<file path="src/hdl/xoshiro128ss_random_source_assert.svh">
// Assertion macros used by the xoshiro128** random source back part.
// Depends on nothing; files that assert include it by name.
`ifndef XOSHIRO128SS_RANDOM_SOURCE_ASSERT_SVH
`define XOSHIRO128SS_RANDOM_SOURCE_ASSERT_SVH

// The consequent must hold in the same cycle as the antecedent.
`define XSRS_ASSERT_IMP(label, clk, rstn, pre, post) \
    label: assert property (@(posedge clk) disable iff (!rstn) (pre) |-> (post)) \
        else $error("xsrs assertion failed");

// The consequent must hold in the cycle after the antecedent.
`define XSRS_ASSERT_NXT(label, clk, rstn, pre, post) \
    label: assert property (@(posedge clk) disable iff (!rstn) (pre) |=> (post)) \
        else $error("xsrs assertion failed");

`endif

</file>
<file path="src/hdl/xsrs_pkg.sv">
// Types and constants of the xoshiro128** random source.
// Depends on nothing; used by the front, queue, back and top level.
package xsrs_pkg;

    localparam int unsigned WORD_W   = 32;
    localparam int unsigned FRAC_W   = 24;
    localparam int unsigned GEN_N    = 4;
    localparam int unsigned GEN_IDX_W = 2;
    localparam int unsigned DIV_STEPS = 32;
    localparam int unsigned DIV_CNT_W = 5;

    localparam logic [WORD_W-1:0] SM_GOLDEN = 32'h9E37_79B9;
    localparam logic [WORD_W-1:0] SM_MUL_A  = 32'h85EB_CA6B;
    localparam logic [WORD_W-1:0] SM_MUL_B  = 32'hC2B2_AE35;

    typedef enum logic [1:0] {
        OP_WORD,
        OP_FIXED,
        OP_RANGE,
        OP_FULL
    } op_t;

    typedef struct packed {
        op_t               op;
        logic [WORD_W-1:0] word;
        logic [WORD_W-1:0] low;
        logic [WORD_W-1:0] span;
    } entry_t;

    typedef enum logic [1:0] {
        SEED_IDLE,
        SEED_MIX_A,
        SEED_MIX_B
    } seed_state_t;

    typedef enum logic [1:0] {
        BACK_IDLE,
        BACK_DIV,
        BACK_DONE
    } back_state_t;

endpackage

</file>
<file path="src/hdl/xsrs_front.sv">
// Front part: generator state, SplitMix32 seeding and request classification.
// Depends on xsrs_pkg; pushes classified requests into xsrs_queue.
module xsrs_front
    import xsrs_pkg::*;
(
    input  logic              clk,
    input  logic              rst_n,
    input  logic              cfg_valid,
    output logic              cfg_ready,
    input  logic [WORD_W-1:0] cfg_data,
    input  logic              in_valid,
    output logic              in_ready,
    input  logic              in_kind,
    input  logic [WORD_W-1:0] in_low,
    input  logic [WORD_W-1:0] in_high,
    input  logic              q_full,
    output logic              q_push,
    output entry_t            q_entry
);

    seed_state_t          seed_state_reg, seed_state_next;
    logic [WORD_W-1:0]    acc_reg, acc_next;
    logic [GEN_IDX_W-1:0] idx_reg, idx_next;
    logic [WORD_W-1:0]    mix_reg;
    logic [WORD_W-1:0]    gen_reg [GEN_N];

    logic [WORD_W-1:0] acc_add, mix_a, mix_b_prod, mix_out;
    logic              seed_write;
    logic [WORD_W-1:0] w1x5, w1rot, draw_out;
    logic [WORD_W-1:0] n0, n1, n2, n3, n2a, n3a;
    logic              inverted, advance;
    logic [WORD_W-1:0] span;

    assign acc_add    = acc_reg + SM_GOLDEN;
    assign mix_a      = (acc_add ^ (acc_add >> 16)) * SM_MUL_A;
    assign mix_b_prod = (mix_reg ^ (mix_reg >> 13)) * SM_MUL_B;
    assign mix_out    = mix_b_prod ^ (mix_b_prod >> 16);

    always_comb
    begin
        seed_state_next = seed_state_reg;
        acc_next        = acc_reg;
        idx_next        = idx_reg;
        seed_write      = 1'b0;
        cfg_ready       = 1'b0;
        case (seed_state_reg)
            SEED_IDLE:
            begin
                cfg_ready = 1'b1;
                if (cfg_valid)
                begin
                    acc_next        = cfg_data;
                    idx_next        = '0;
                    seed_state_next = SEED_MIX_A;
                end
            end
            SEED_MIX_A:
            begin
                acc_next        = acc_add;
                seed_state_next = SEED_MIX_B;
            end
            SEED_MIX_B:
            begin
                seed_write = 1'b1;
                idx_next   = idx_reg + 1'b1;
                if (idx_reg == GEN_IDX_W'(GEN_N - 1))
                begin
                    seed_state_next = SEED_IDLE;
                end
                else
                begin
                    seed_state_next = SEED_MIX_A;
                end
            end
            default:
            begin
                seed_state_next = SEED_IDLE;
            end
        endcase
    end

    always_ff @(posedge clk or negedge rst_n)
    begin
        if (!rst_n)
        begin
            seed_state_reg <= SEED_MIX_A;
            acc_reg        <= '0;
            idx_reg        <= '0;
        end
        else
        begin
            seed_state_reg <= seed_state_next;
            acc_reg        <= acc_next;
            idx_reg        <= idx_next;
        end
    end

    always_ff @(posedge clk)
    begin
        mix_reg <= mix_a;
    end

    assign w1x5     = gen_reg[1] + (gen_reg[1] << 2);
    assign w1rot    = {w1x5[WORD_W-8:0], w1x5[WORD_W-1:WORD_W-7]};
    assign draw_out = w1rot + (w1rot << 3);

    assign n2  = gen_reg[2] ^ gen_reg[0];
    assign n3  = gen_reg[3] ^ gen_reg[1];
    assign n1  = gen_reg[1] ^ n2;
    assign n0  = gen_reg[0] ^ n3;
    assign n2a = n2 ^ (gen_reg[1] << 9);
    assign n3a = {n3[WORD_W-12:0], n3[WORD_W-1:WORD_W-11]};

    assign inverted = $signed(in_low) >= $signed(in_high);
    assign span     = in_high - in_low + 1'b1;

    assign in_ready = (seed_state_reg == SEED_IDLE) && !q_full;
    assign q_push   = in_valid && in_ready;
    assign advance  = q_push && !(in_kind && inverted);

    always_comb
    begin
        q_entry.word = draw_out;
        q_entry.low  = in_low;
        q_entry.span = span;
        if (!in_kind)
        begin
            q_entry.op = OP_WORD;
        end
        else if (inverted)
        begin
            q_entry.op = OP_FIXED;
        end
        else if (span == '0)
        begin
            q_entry.op = OP_FULL;
        end
        else
        begin
            q_entry.op = OP_RANGE;
        end
    end

    always_ff @(posedge clk)
    begin
        if (seed_write)
        begin
            gen_reg[idx_reg] <= mix_out;
        end
        else if (advance)
        begin
            gen_reg[0] <= n0;
            gen_reg[1] <= n1;
            gen_reg[2] <= n2a;
            gen_reg[3] <= n3a;
        end
    end

endmodule

</file>
<file path="src/hdl/xsrs_queue.sv">
// Short queue of classified requests between the front and back parts.
// Depends on xsrs_pkg for the entry type.
module xsrs_queue
    import xsrs_pkg::*;
#(
    parameter int unsigned DEPTH = 2
)
(
    input  logic   clk,
    input  logic   rst_n,
    input  logic   push,
    input  entry_t push_entry,
    output logic   full,
    input  logic   pop,
    output logic   valid,
    output entry_t head
);

    localparam int unsigned PTR_W = (DEPTH > 1) ? $clog2(DEPTH) : 1;

    entry_t           mem [DEPTH];
    logic [PTR_W-1:0] wr_ptr_reg, rd_ptr_reg;
    logic [PTR_W:0]   count_reg;

    function automatic logic [PTR_W-1:0] ptr_inc(input logic [PTR_W-1:0] p);
        if (p == PTR_W'(DEPTH - 1))
        begin
            return '0;
        end
        return p + 1'b1;
    endfunction

    assign full  = count_reg == (PTR_W+1)'(DEPTH);
    assign valid = count_reg != '0;
    assign head  = mem[rd_ptr_reg];

    always_ff @(posedge clk)
    begin
        if (push)
        begin
            mem[wr_ptr_reg] <= push_entry;
        end
    end

    always_ff @(posedge clk or negedge rst_n)
    begin
        if (!rst_n)
        begin
            wr_ptr_reg <= '0;
            rd_ptr_reg <= '0;
            count_reg  <= '0;
        end
        else
        begin
            if (push)
            begin
                wr_ptr_reg <= ptr_inc(wr_ptr_reg);
            end
            if (pop)
            begin
                rd_ptr_reg <= ptr_inc(rd_ptr_reg);
            end
            if (push && !pop)
            begin
                count_reg <= count_reg + 1'b1;
            end
            else if (pop && !push)
            begin
                count_reg <= count_reg - 1'b1;
            end
        end
    end

endmodule

</file>
<file path="src/hdl/xsrs_back.sv">
// Back part: bit-serial remainder unit and the registered result word.
// Depends on xsrs_pkg and the assertion macros header.
`include "xoshiro128ss_random_source_assert.svh"
module xsrs_back
    import xsrs_pkg::*;
(
    input  logic                      clk,
    input  logic                      rst_n,
    input  logic                      q_valid,
    input  entry_t                    q_head,
    output logic                      q_pop,
    output logic                      out_valid,
    input  logic                      out_ready,
    output logic [WORD_W-1:0]         out_word,
    output logic [FRAC_W-1:0]         out_fraction,
    output logic [WORD_W-1:0]         out_ranged
);

    back_state_t          state_reg, state_next;
    logic [DIV_CNT_W-1:0] cnt_reg, cnt_next;
    logic                 out_valid_reg, out_valid_next;
    logic [WORD_W-1:0]    word_reg, word_next;
    logic [WORD_W-1:0]    ranged_reg, ranged_next;
    logic [WORD_W-1:0]    hold_word_reg, hold_word_next;
    logic [WORD_W-1:0]    low_reg, low_next;
    logic [WORD_W-1:0]    span_reg, span_next;
    logic [WORD_W-1:0]    rem_reg, rem_next;
    logic [WORD_W-1:0]    quo_reg, quo_next;

    logic              out_free, load;
    logic [WORD_W:0]   trial;
    logic [WORD_W:0]   trial_sub;

    assign out_free  = !out_valid_reg || out_ready;
    assign trial     = {rem_reg, quo_reg[WORD_W-1]};
    assign trial_sub = trial - {1'b0, span_reg};

    always_comb
    begin
        state_next     = state_reg;
        cnt_next       = cnt_reg;
        word_next      = word_reg;
        ranged_next    = ranged_reg;
        hold_word_next = hold_word_reg;
        low_next       = low_reg;
        span_next      = span_reg;
        rem_next       = rem_reg;
        quo_next       = quo_reg;
        q_pop          = 1'b0;
        load           = 1'b0;
        case (state_reg)
            BACK_IDLE:
            begin
                if (q_valid && out_free)
                begin
                    q_pop = 1'b1;
                    case (q_head.op)
                        OP_WORD:
                        begin
                            load        = 1'b1;
                            word_next   = q_head.word;
                            ranged_next = '0;
                        end
                        OP_FIXED:
                        begin
                            load        = 1'b1;
                            word_next   = '0;
                            ranged_next = q_head.low;
                        end
                        OP_FULL:
                        begin
                            load        = 1'b1;
                            word_next   = q_head.word;
                            ranged_next = q_head.low + q_head.word;
                        end
                        default:
                        begin
                            hold_word_next = q_head.word;
                            low_next       = q_head.low;
                            span_next      = q_head.span;
                            rem_next       = '0;
                            quo_next       = q_head.word;
                            cnt_next       = DIV_CNT_W'(DIV_STEPS - 1);
                            state_next     = BACK_DIV;
                        end
                    endcase
                end
            end
            BACK_DIV:
            begin
                if (trial_sub[WORD_W])
                begin
                    rem_next = trial[WORD_W-1:0];
                end
                else
                begin
                    rem_next = trial_sub[WORD_W-1:0];
                end
                quo_next = quo_reg << 1;
                cnt_next = cnt_reg - 1'b1;
                if (cnt_reg == '0)
                begin
                    state_next = BACK_DONE;
                end
            end
            BACK_DONE:
            begin
                if (out_free)
                begin
                    load        = 1'b1;
                    word_next   = hold_word_reg;
                    ranged_next = low_reg + rem_reg;
                    state_next  = BACK_IDLE;
                end
            end
            default:
            begin
                state_next = BACK_IDLE;
            end
        endcase
        if (load)
        begin
            out_valid_next = 1'b1;
        end
        else if (out_ready)
        begin
            out_valid_next = 1'b0;
        end
        else
        begin
            out_valid_next = out_valid_reg;
        end
    end

    always_ff @(posedge clk or negedge rst_n)
    begin
        if (!rst_n)
        begin
            state_reg     <= BACK_IDLE;
            cnt_reg       <= '0;
            out_valid_reg <= 1'b0;
        end
        else
        begin
            state_reg     <= state_next;
            cnt_reg       <= cnt_next;
            out_valid_reg <= out_valid_next;
        end
    end

    always_ff @(posedge clk)
    begin
        word_reg      <= word_next;
        ranged_reg    <= ranged_next;
        hold_word_reg <= hold_word_next;
        low_reg       <= low_next;
        span_reg      <= span_next;
        rem_reg       <= rem_next;
        quo_reg       <= quo_next;
    end

    assign out_valid    = out_valid_reg;
    assign out_word     = word_reg;
    assign out_fraction = word_reg[WORD_W-1:WORD_W-FRAC_W];
    assign out_ranged   = ranged_reg;

    `XSRS_ASSERT_IMP(a_no_pop_while_dividing, clk, rst_n, state_reg != BACK_IDLE, !q_pop)
    `XSRS_ASSERT_NXT(a_div_ends_in_done, clk, rst_n,
        (state_reg == BACK_DIV) && (cnt_reg == '0), state_reg == BACK_DONE)
    `XSRS_ASSERT_IMP(a_rem_below_span, clk, rst_n,
        (state_reg == BACK_DIV) || (state_reg == BACK_DONE), rem_reg < span_reg)

endmodule

</file>
<file path="src/hdl/xoshiro128ss_random_source.sv">
// Top level of the xoshiro128** random source with SplitMix32 seeding.
// Depends on xsrs_pkg, xsrs_front, xsrs_queue and xsrs_back.
//
// Channel   Direction  Contents
// s_axis    in         tdata: range_low, range_high; tuser: kind
// m_axis    out        tdata: word, fraction, ranged_value
// cfg       in         data: seed
//
// A word draw, an inverted range and a full-width range pass from the queue straight
// into the back part's result registers. A range draw runs through the back part's
// one-bit-a-cycle remainder loop and then adds range_low before its word goes out.
// After reset and after each seed write, a SplitMix32 pass reloads the generator
// while s_axis_tready is low. A queue of QUEUE_DEPTH entries lets the front keep
// accepting while the back divides or m_axis is stalled.
module xoshiro128ss_random_source
    import xsrs_pkg::*;
#(
    parameter int unsigned QUEUE_DEPTH = 2
)
(
    input  logic        clk,
    input  logic        rst_n,
    input  logic        s_axis_tvalid,
    output logic        s_axis_tready,
    input  logic [63:0] s_axis_tdata,   // range_low [31:0], range_high [63:32]
    input  logic [0:0]  s_axis_tuser,   // kind [0]
    output logic        m_axis_tvalid,
    input  logic        m_axis_tready,
    output logic [87:0] m_axis_tdata,   // word [31:0], fraction [55:32], ranged_value [87:56]
    input  logic        cfg_valid,
    output logic        cfg_ready,
    input  logic [31:0] cfg_data
);

    logic              q_full, q_push, q_pop, q_valid;
    entry_t            push_entry, head;
    logic [WORD_W-1:0] out_word, out_ranged;
    logic [FRAC_W-1:0] out_fraction;

    xsrs_front u_front (
        .clk       (clk),
        .rst_n     (rst_n),
        .cfg_valid (cfg_valid),
        .cfg_ready (cfg_ready),
        .cfg_data  (cfg_data),
        .in_valid  (s_axis_tvalid),
        .in_ready  (s_axis_tready),
        .in_kind   (s_axis_tuser[0]),
        .in_low    (s_axis_tdata[31:0]),
        .in_high   (s_axis_tdata[63:32]),
        .q_full    (q_full),
        .q_push    (q_push),
        .q_entry   (push_entry)
    );

    xsrs_queue #(
        .DEPTH (QUEUE_DEPTH)
    ) u_queue (
        .clk        (clk),
        .rst_n      (rst_n),
        .push       (q_push),
        .push_entry (push_entry),
        .full       (q_full),
        .pop        (q_pop),
        .valid      (q_valid),
        .head       (head)
    );

    xsrs_back u_back (
        .clk          (clk),
        .rst_n        (rst_n),
        .q_valid      (q_valid),
        .q_head       (head),
        .q_pop        (q_pop),
        .out_valid    (m_axis_tvalid),
        .out_ready    (m_axis_tready),
        .out_word     (out_word),
        .out_fraction (out_fraction),
        .out_ranged   (out_ranged)
    );

    assign m_axis_tdata = {out_ranged, out_fraction, out_word};

endmodule

</file>
<file path="config.mk">
export PLATFORM = sky130hd
export DESIGN_NAME = xoshiro128ss_random_source
export DESIGN_NICKNAME = d
export VERILOG_FILES = /design/src/hdl/xsrs_pkg.sv /design/src/hdl/xsrs_front.sv /design/src/hdl/xsrs_queue.sv /design/src/hdl/xsrs_back.sv /design/src/hdl/xoshiro128ss_random_source.sv
export VERILOG_INCLUDE_DIRS = /design/src /design/src/hdl
export SDC_FILE = /design/constraint.sdc
export NUM_CORES = 2
export LEC_CHECK = 0
export BUFFER_PORTS_ARGS = -buffer_cell sky130_fd_sc_hd__buf_2
export CORE_MARGIN = 4
export CORE_UTILIZATION = 26
export CTS_CLUSTER_DIAMETER = 200
export CTS_CLUSTER_SIZE = 28
export DETAILED_ROUTE_END_ITERATION = 8
export PLACE_DENSITY_LB_ADDON = 0.08
export SLEW_MARGIN = 30
export SYNTH_ARGS = -nofsm -noshare
export SYNTH_HDL_FRONTEND = slang
export SYNTH_SLANG_ARGS = --single-unit
</file>
<file path="constraint.sdc">
create_clock -name clk -period 9.5 [get_ports clk]
set_clock_uncertainty 0.05 [all_clocks]
set_input_delay 1.9 -clock clk [delete_from_list [all_inputs] [get_ports clk]]
set_output_delay 1.9 -clock clk [all_outputs]
set_load 0.02 [all_outputs]
</file>
# Word-level counts from Yosys, hierarchy flattened
# Memories as Yosys holds them, arrays and structs flattened.
# Cells that the tools add are included.
# totals
reg_bits	304
out_inout_bits	91
memories	2
mem_bits_rw	324
in_bits	102
# memory_table
memory	words	width	read_ports	rd_clocked_by_memory_dff	wr	line_no	source
u_queue.mem	2	98	1	0	1	xsrs_queue.sv:21	entry_t mem [DEPTH];
u_front.gen_reg	4	32	4	0	4	xsrs_front.sv:25	logic [WORD_W-1:0] gen_reg [GEN_N];
# op_classes
bitwise	9
addsub	14
muxes	63
n_eq_ne	15
n_reduce_logical	35
mul	2
n_lt_le_gt_ge	1
# ops
cell	n
$pmux W32 S2	6
$mux W32	11
$xor A32 B32 Y32	5
$add A32 B32 Y32	4
$pmux W32 S3	1
$xor A32 B16 Y32	2
$sub A33 B32 Y33	1
$add A32 B1 Y32 const B	1
$add A32 B32 Y32 const B	1
$ge A32 B32 Y1	1
$logic_not A32 Y1	1
$mul A32 B31 Y32 const B	1
$mul A32 B32 Y32 const B	1
$reduce_or A32 Y1	1
$sub A32 B32 Y32	1
$xor A32 B19 Y32	1
$mux W1	27
$mux W2	11
$reduce_bool A2 Y1	7
$pmux W2 S3	2
$reduce_and A4 Y1	3
$eq A2 B2 Y1 const B	5
$mux W5	2
$pmux W5 S2	1
21 further kinds	42

# Longest topological paths before layout
# depth
word_depth	10
mapped_depth	33

# Hierarchy
# Synthesis repeated with hierarchy kept, for this count alone.
# unflattened
cells_unflattened	5057
hier_area_um2	54025.6
# by_module_without_submodules
module	n_inst	seq_area_each_um2	area_per_inst_um2	cells_per_inst
xsrs_front	1	5386.4	32550.0	3363
xsrs_back	1	6926.6	14186.1	1373
xsrs_queue	1	5985.7	7289.5	321

# Worst setup path before layout
# OpenSTA, ideal clock, no wires.
# synth_timing
kind	flip-flop to flip-flop
startpoint	register u_front.acc_reg[11]
endpoint	register u_front.mix_reg[31]
arrival_ns	8.508
t_required_ns	9.327
slack_ns	0.819
stages_incl_launch_ff	30
path_cell_list	dfrtp_1 buf_2 or4_1 or4b_1 o21a_1 and2_1 o21ai_1 xor2_2 xor2_1 inv_1 fa_1 fa_1 fa_1 fa_1 fa_1 inv_1 fa_1 fa_1 inv_1 fa_1 xnor2_1 xnor2_1 xnor2_1 xnor2_1 xnor3_1 xnor2_1 xnor2_1 xnor2_1 xnor2_1 xnor2_1
# synth_via
elab_chain_len	3
# synth_rtl
item	line_no	source
start, declared	xsrs_front.sv:22	logic [WORD_W-1:0] acc_reg, acc_next;
start signal, assigned	xsrs_front.sv:93	acc_reg <= acc_next;
$add A32 B32 Y32	xsrs_front.sv:34	assign acc_add = acc_reg + SM_GOLDEN;
$xor A32 B16 Y32	xsrs_front.sv:35	assign mix_a = (acc_add ^ (acc_add >> 16)) * SM_MUL_A;
$mul A32 B32 Y32	xsrs_front.sv:35	
net u_front.mix_a[31]	xsrs_front.sv:27	logic [WORD_W-1:0] acc_add, mix_a, mix_b_prod, mix_out;
end signal, assigned	xsrs_front.sv:100	mix_reg <= mix_a;
end, declared	xsrs_front.sv:24	logic [WORD_W-1:0] mix_reg;
# The timed path passes the listed nets, and every way through them passes these cells.
# A chain may end at the register's enable or synchronous reset.

# Final worst setup path
# layout_timing
startpoint	register u_front.acc_reg[12]
endpoint	register u_front.mix_reg[31]
# Same word-level chain as after synthesis.

==> metrics.cfg <==
[routing]
detailroute.via_count=35500
postRouteWirelength_um=168000
drtAntennaViolNets=0
detail_route.vias_per_cell=4.52
post-route-drc-count=0
drt_pass1_iterations=6
wl_per_cell_um=21.4
violation_count_after_the_first_detailed_routing_iteration=1832

[setup_path]
cp-end-kind=register
cp_max_fo=6
cp.arrival_ns=9.59
cpPeakStageDelay_ns=0.65
path_common_cell=sky130_fd_sc_hd__fa_1
worst_ep_required_time_ns=10.06
timing.critical_path.from_type=register
critical-path-slowest-cell=sky130_fd_sc_hd__or4_1
timing_worst_setup_path_type=register to register

[sta]
count_of_pins_over_their_slew_limit=0
worst-slew-pin-transition_ns=0.919
finalSetupViolCount=0
max_clock_freq_ghz=0.111
post-route-min-period_ns=9.03
worst_slew_margin_rel_pct=38.1
timing.hold.ws_ns=0.460
hold_viol_final=0
timing.final.crit_share_pct=95.1

[cells_and_area]
final_net_count=6293
area_growth_syn_to_layout_pct=9.92
drive_above_1_share_pct=8.36
final_area_um2=59200
largest_register_ffs=196

[clock_network]
clock_latency_ns=0.69
cts_tree=yes
clk_root_buffer_cell=sky130_fd_sc_hd__clkbuf_16
cts_hold_buffers=0
numCtsBuffers=27
cts_sinks=628
clkTransAtPathRegs_ns=0.13
cts_htree_levels=1
clockBufferDepth=3

[logic_synthesis]
postSynth.topFlopCell=sky130_fd_sc_hd__edfxtp_1
synth-seq-area-share_pct=34.0
synthDominantCellAreaShare_pct=30.5
ys_seq_elements=628
synthCells=4971
synth-edff-count=548
syn_avg_cell_area_um2=10.8
synth_largest_area_cell=sky130_fd_sc_hd__edfxtp_1
yosys_warnings=0
mappedNetlistNets=6107
synthArstFlopShare_pct=7.64
synthesis.area_um2=53900
synth_cell_type_count=91
netlist_top_cells_area=sky130_fd_sc_hd__edfxtp_1, sky130_fd_sc_hd__fa_1, sky130_fd_sc_hd__ha_1

[floorplan]
die_w_um=463
die_height_um=463
core-area_um2=205000
effective_utilization_at_floorplan_pct=26.2
fp-row-count=166
num_ports=193
floorplan.die_area_um2=215000

[job]
number_of_max_cap_violations=0

[grt]
grt_antenna_before_repair=12
grt_start_max_net_pins=157
first_global_vias=37600
gr-usage-all-layers_pct=15.5
overflow=0
grt_pass1_wl_um=253000

[placement]
post-dp-hpwl_um=138000
placement.io_buffers=192
globalplace.congestion=0.828
detailed_place.area_um2=58400

[status]
status=finished, final reports clean

[hold_path]
worstHoldPathType=register to register

[final timing paths]
kind                            depth (start not counted)             endpoint           startpoint  slack (ns)
min in group asynchronous                               2   u_front.acc_reg[9]                rst_n        1.29
worst max-delay path                                   30  u_front.mix_reg[31]  u_front.acc_reg[12]        0.47
worst min register to register                          1    u_back.cnt_reg[0]    u_back.cnt_reg[0]        0.46
worst min-delay path                                    1    u_back.cnt_reg[0]    u_back.cnt_reg[0]        0.46
max in group asynchronous                               2   u_queue.rd_ptr_reg                rst_n        7.50
worst max register to register                         30  u_front.mix_reg[31]  u_front.acc_reg[12]        0.47
[critical path, delay by kind of cell (launching register included)]
family,cells,cell delay [ns]
buffers and inverters,4,0.41
adders and majority gates,9,3.86
xor gates and xnor gates,3,0.53
DFF,1,0.46
and+or+nand+nor,6,1.61
AOI/OAI and AO/OA,8,2.02
[cells in the mapped netlist, types with 9 or more instances]
| cell type | n |
|---|---|
| sky130_fd_sc_hd__inv_1 | 850 |
| sky130_fd_sc_hd__ha_1 | 632 |
| sky130_fd_sc_hd__edfxtp_1 | 548 |
| sky130_fd_sc_hd__fa_1 | 402 |
| sky130_fd_sc_hd__xnor2_1 | 319 |
| sky130_fd_sc_hd__o21ai_0 | 236 |
| sky130_fd_sc_hd__a21oi_1 | 225 |
| sky130_fd_sc_hd__nand2_1 | 203 |
| sky130_fd_sc_hd__nor2_1 | 196 |
| sky130_fd_sc_hd__xor2_1 | 179 |
| sky130_fd_sc_hd__a21o_1 | 113 |
| sky130_fd_sc_hd__mux2i_1 | 89 |
| sky130_fd_sc_hd__clkbuf_1 | 73 |
| sky130_fd_sc_hd__mux2_2 | 68 |
| sky130_fd_sc_hd__nand2b_1 | 65 |
| sky130_fd_sc_hd__nor3_1 | 59 |
| sky130_fd_sc_hd__nand3_1 | 52 |
| sky130_fd_sc_hd__dfrtp_1 | 47 |
| sky130_fd_sc_hd__and3_1 | 38 |
| sky130_fd_sc_hd__nor2b_1 | 38 |
| sky130_fd_sc_hd__o21a_1 | 37 |
| sky130_fd_sc_hd__o21bai_1 | 37 |
| sky130_fd_sc_hd__dfxtp_1 | 32 |
| sky130_fd_sc_hd__a22oi_1 | 28 |
| sky130_fd_sc_hd__a31oi_1 | 28 |
| sky130_fd_sc_hd__a221o_1 | 27 |
| sky130_fd_sc_hd__buf_4 | 24 |
| sky130_fd_sc_hd__a211oi_1 | 20 |
| sky130_fd_sc_hd__nand4_1 | 18 |
| sky130_fd_sc_hd__o211ai_1 | 18 |
| sky130_fd_sc_hd__or3_1 | 17 |
| sky130_fd_sc_hd__o22ai_1 | 16 |
| sky130_fd_sc_hd__o31ai_1 | 15 |
| sky130_fd_sc_hd__buf_1 | 13 |
| sky130_fd_sc_hd__nor4_1 | 12 |
| sky130_fd_sc_hd__a2111oi_0 | 11 |
| sky130_fd_sc_hd__and2_1 | 9 |
| sky130_fd_sc_hd__nor3b_1 | 9 |
| sky130_fd_sc_hd__o211a_1 | 9 |
| sky130_fd_sc_hd__or2_2 | 9 |
[cells in the final DEF, fill, tap and decap left out, types with 32 or more instances in the layout]
cell,count
sky130_fd_sc_hd__inv_1,849
sky130_fd_sc_hd__ha_1,632
sky130_fd_sc_hd__edfxtp_1,548
sky130_fd_sc_hd__fa_1,402
sky130_fd_sc_hd__xnor2_1,316
sky130_fd_sc_hd__o21ai_0,231
sky130_fd_sc_hd__a21oi_1,225
sky130_fd_sc_hd__nand2_1,202
sky130_fd_sc_hd__nor2_1,194
sky130_fd_sc_hd__buf_2,192
sky130_fd_sc_hd__xor2_1,179
sky130_fd_sc_hd__a21o_1,113
sky130_fd_sc_hd__mux2i_1,89
sky130_fd_sc_hd__buf_4,80
sky130_fd_sc_hd__mux2_2,68
sky130_fd_sc_hd__nand2b_1,63
sky130_fd_sc_hd__nor3_1,57
sky130_fd_sc_hd__nand3_1,51
sky130_fd_sc_hd__dfrtp_1,46
sky130_fd_sc_hd__and3_1,37
sky130_fd_sc_hd__o21a_1,37
sky130_fd_sc_hd__o21bai_1,37
sky130_fd_sc_hd__nor2b_1,37
sky130_fd_sc_hd__dfxtp_1,32
[cell families (layout without fill, tap and decap cells)]
kind of cell	after synthesis	in the layout	synth area share, %
other	0	1	0
and+or+nand+nor	760	760	6.89
buffers and inverters	968	1163	6.97
AOI/OAI and AO/OA	916	916	11.0
xor gates and xnor gates	508	508	8.48
muxes	157	157	3.07
DFF	628	628	34.0
adders and majority gates	1034	1034	29.6
[layout make-up]
type / instances / area, um2
Inverter: 851 / 3200
Clock buffer: 34 / 702
Antenna cell: 1 / 2.50
Timing Repair Buffer: 274 / 1590
Multi-Input combinational cell: 3375 / 32000
Clock inverter: 4 / 67.6
Tap cell: 2688 / 3360
Fill cell: 21500 / 146000
Sequential cell: 628 / 18300
[routing by layer]
| metal | GRT usage [%] | share of wire, % | wire (um) |
|---|---|---|---|
| met4 | 1.71 | 1.1 | 1870 |
| met5 | 0 | 0.012 | 20 |
| met2 | 27.5 | 50 | 83300 |
| met1 | 21.3 | 47 | 79300 |
| met3 | 1.25 | 2.2 | 3730 |
[timing repair]
| item | CTS | global route |
|---|---|---|
| endpoints found under the hold margin | 0 | 0 |
| resized for setup | 1 | 3 |
| pin swaps | 0 | 2 |
| setup endpoints to repair | 1 | 2 |
| setup buffers | 0 | 5 |
[stage by stage]
stage	TNS, ns	instances	setup slack [ns]	util (%)
floorplan	0	4971	0.819	-
global placement	0	7811	0.0887	28.4
detailed placement	-0.0469	7811	-0.0469	28.4
CTS	0	7849	0.168	28.8
global route	-0.00569	7855	-0.00569	28.8
finish	0	7855	0.470	28.8
Power is not shown: default switching activity piles up to over one toggle a cycle in this logic, so the estimate is an artifact.
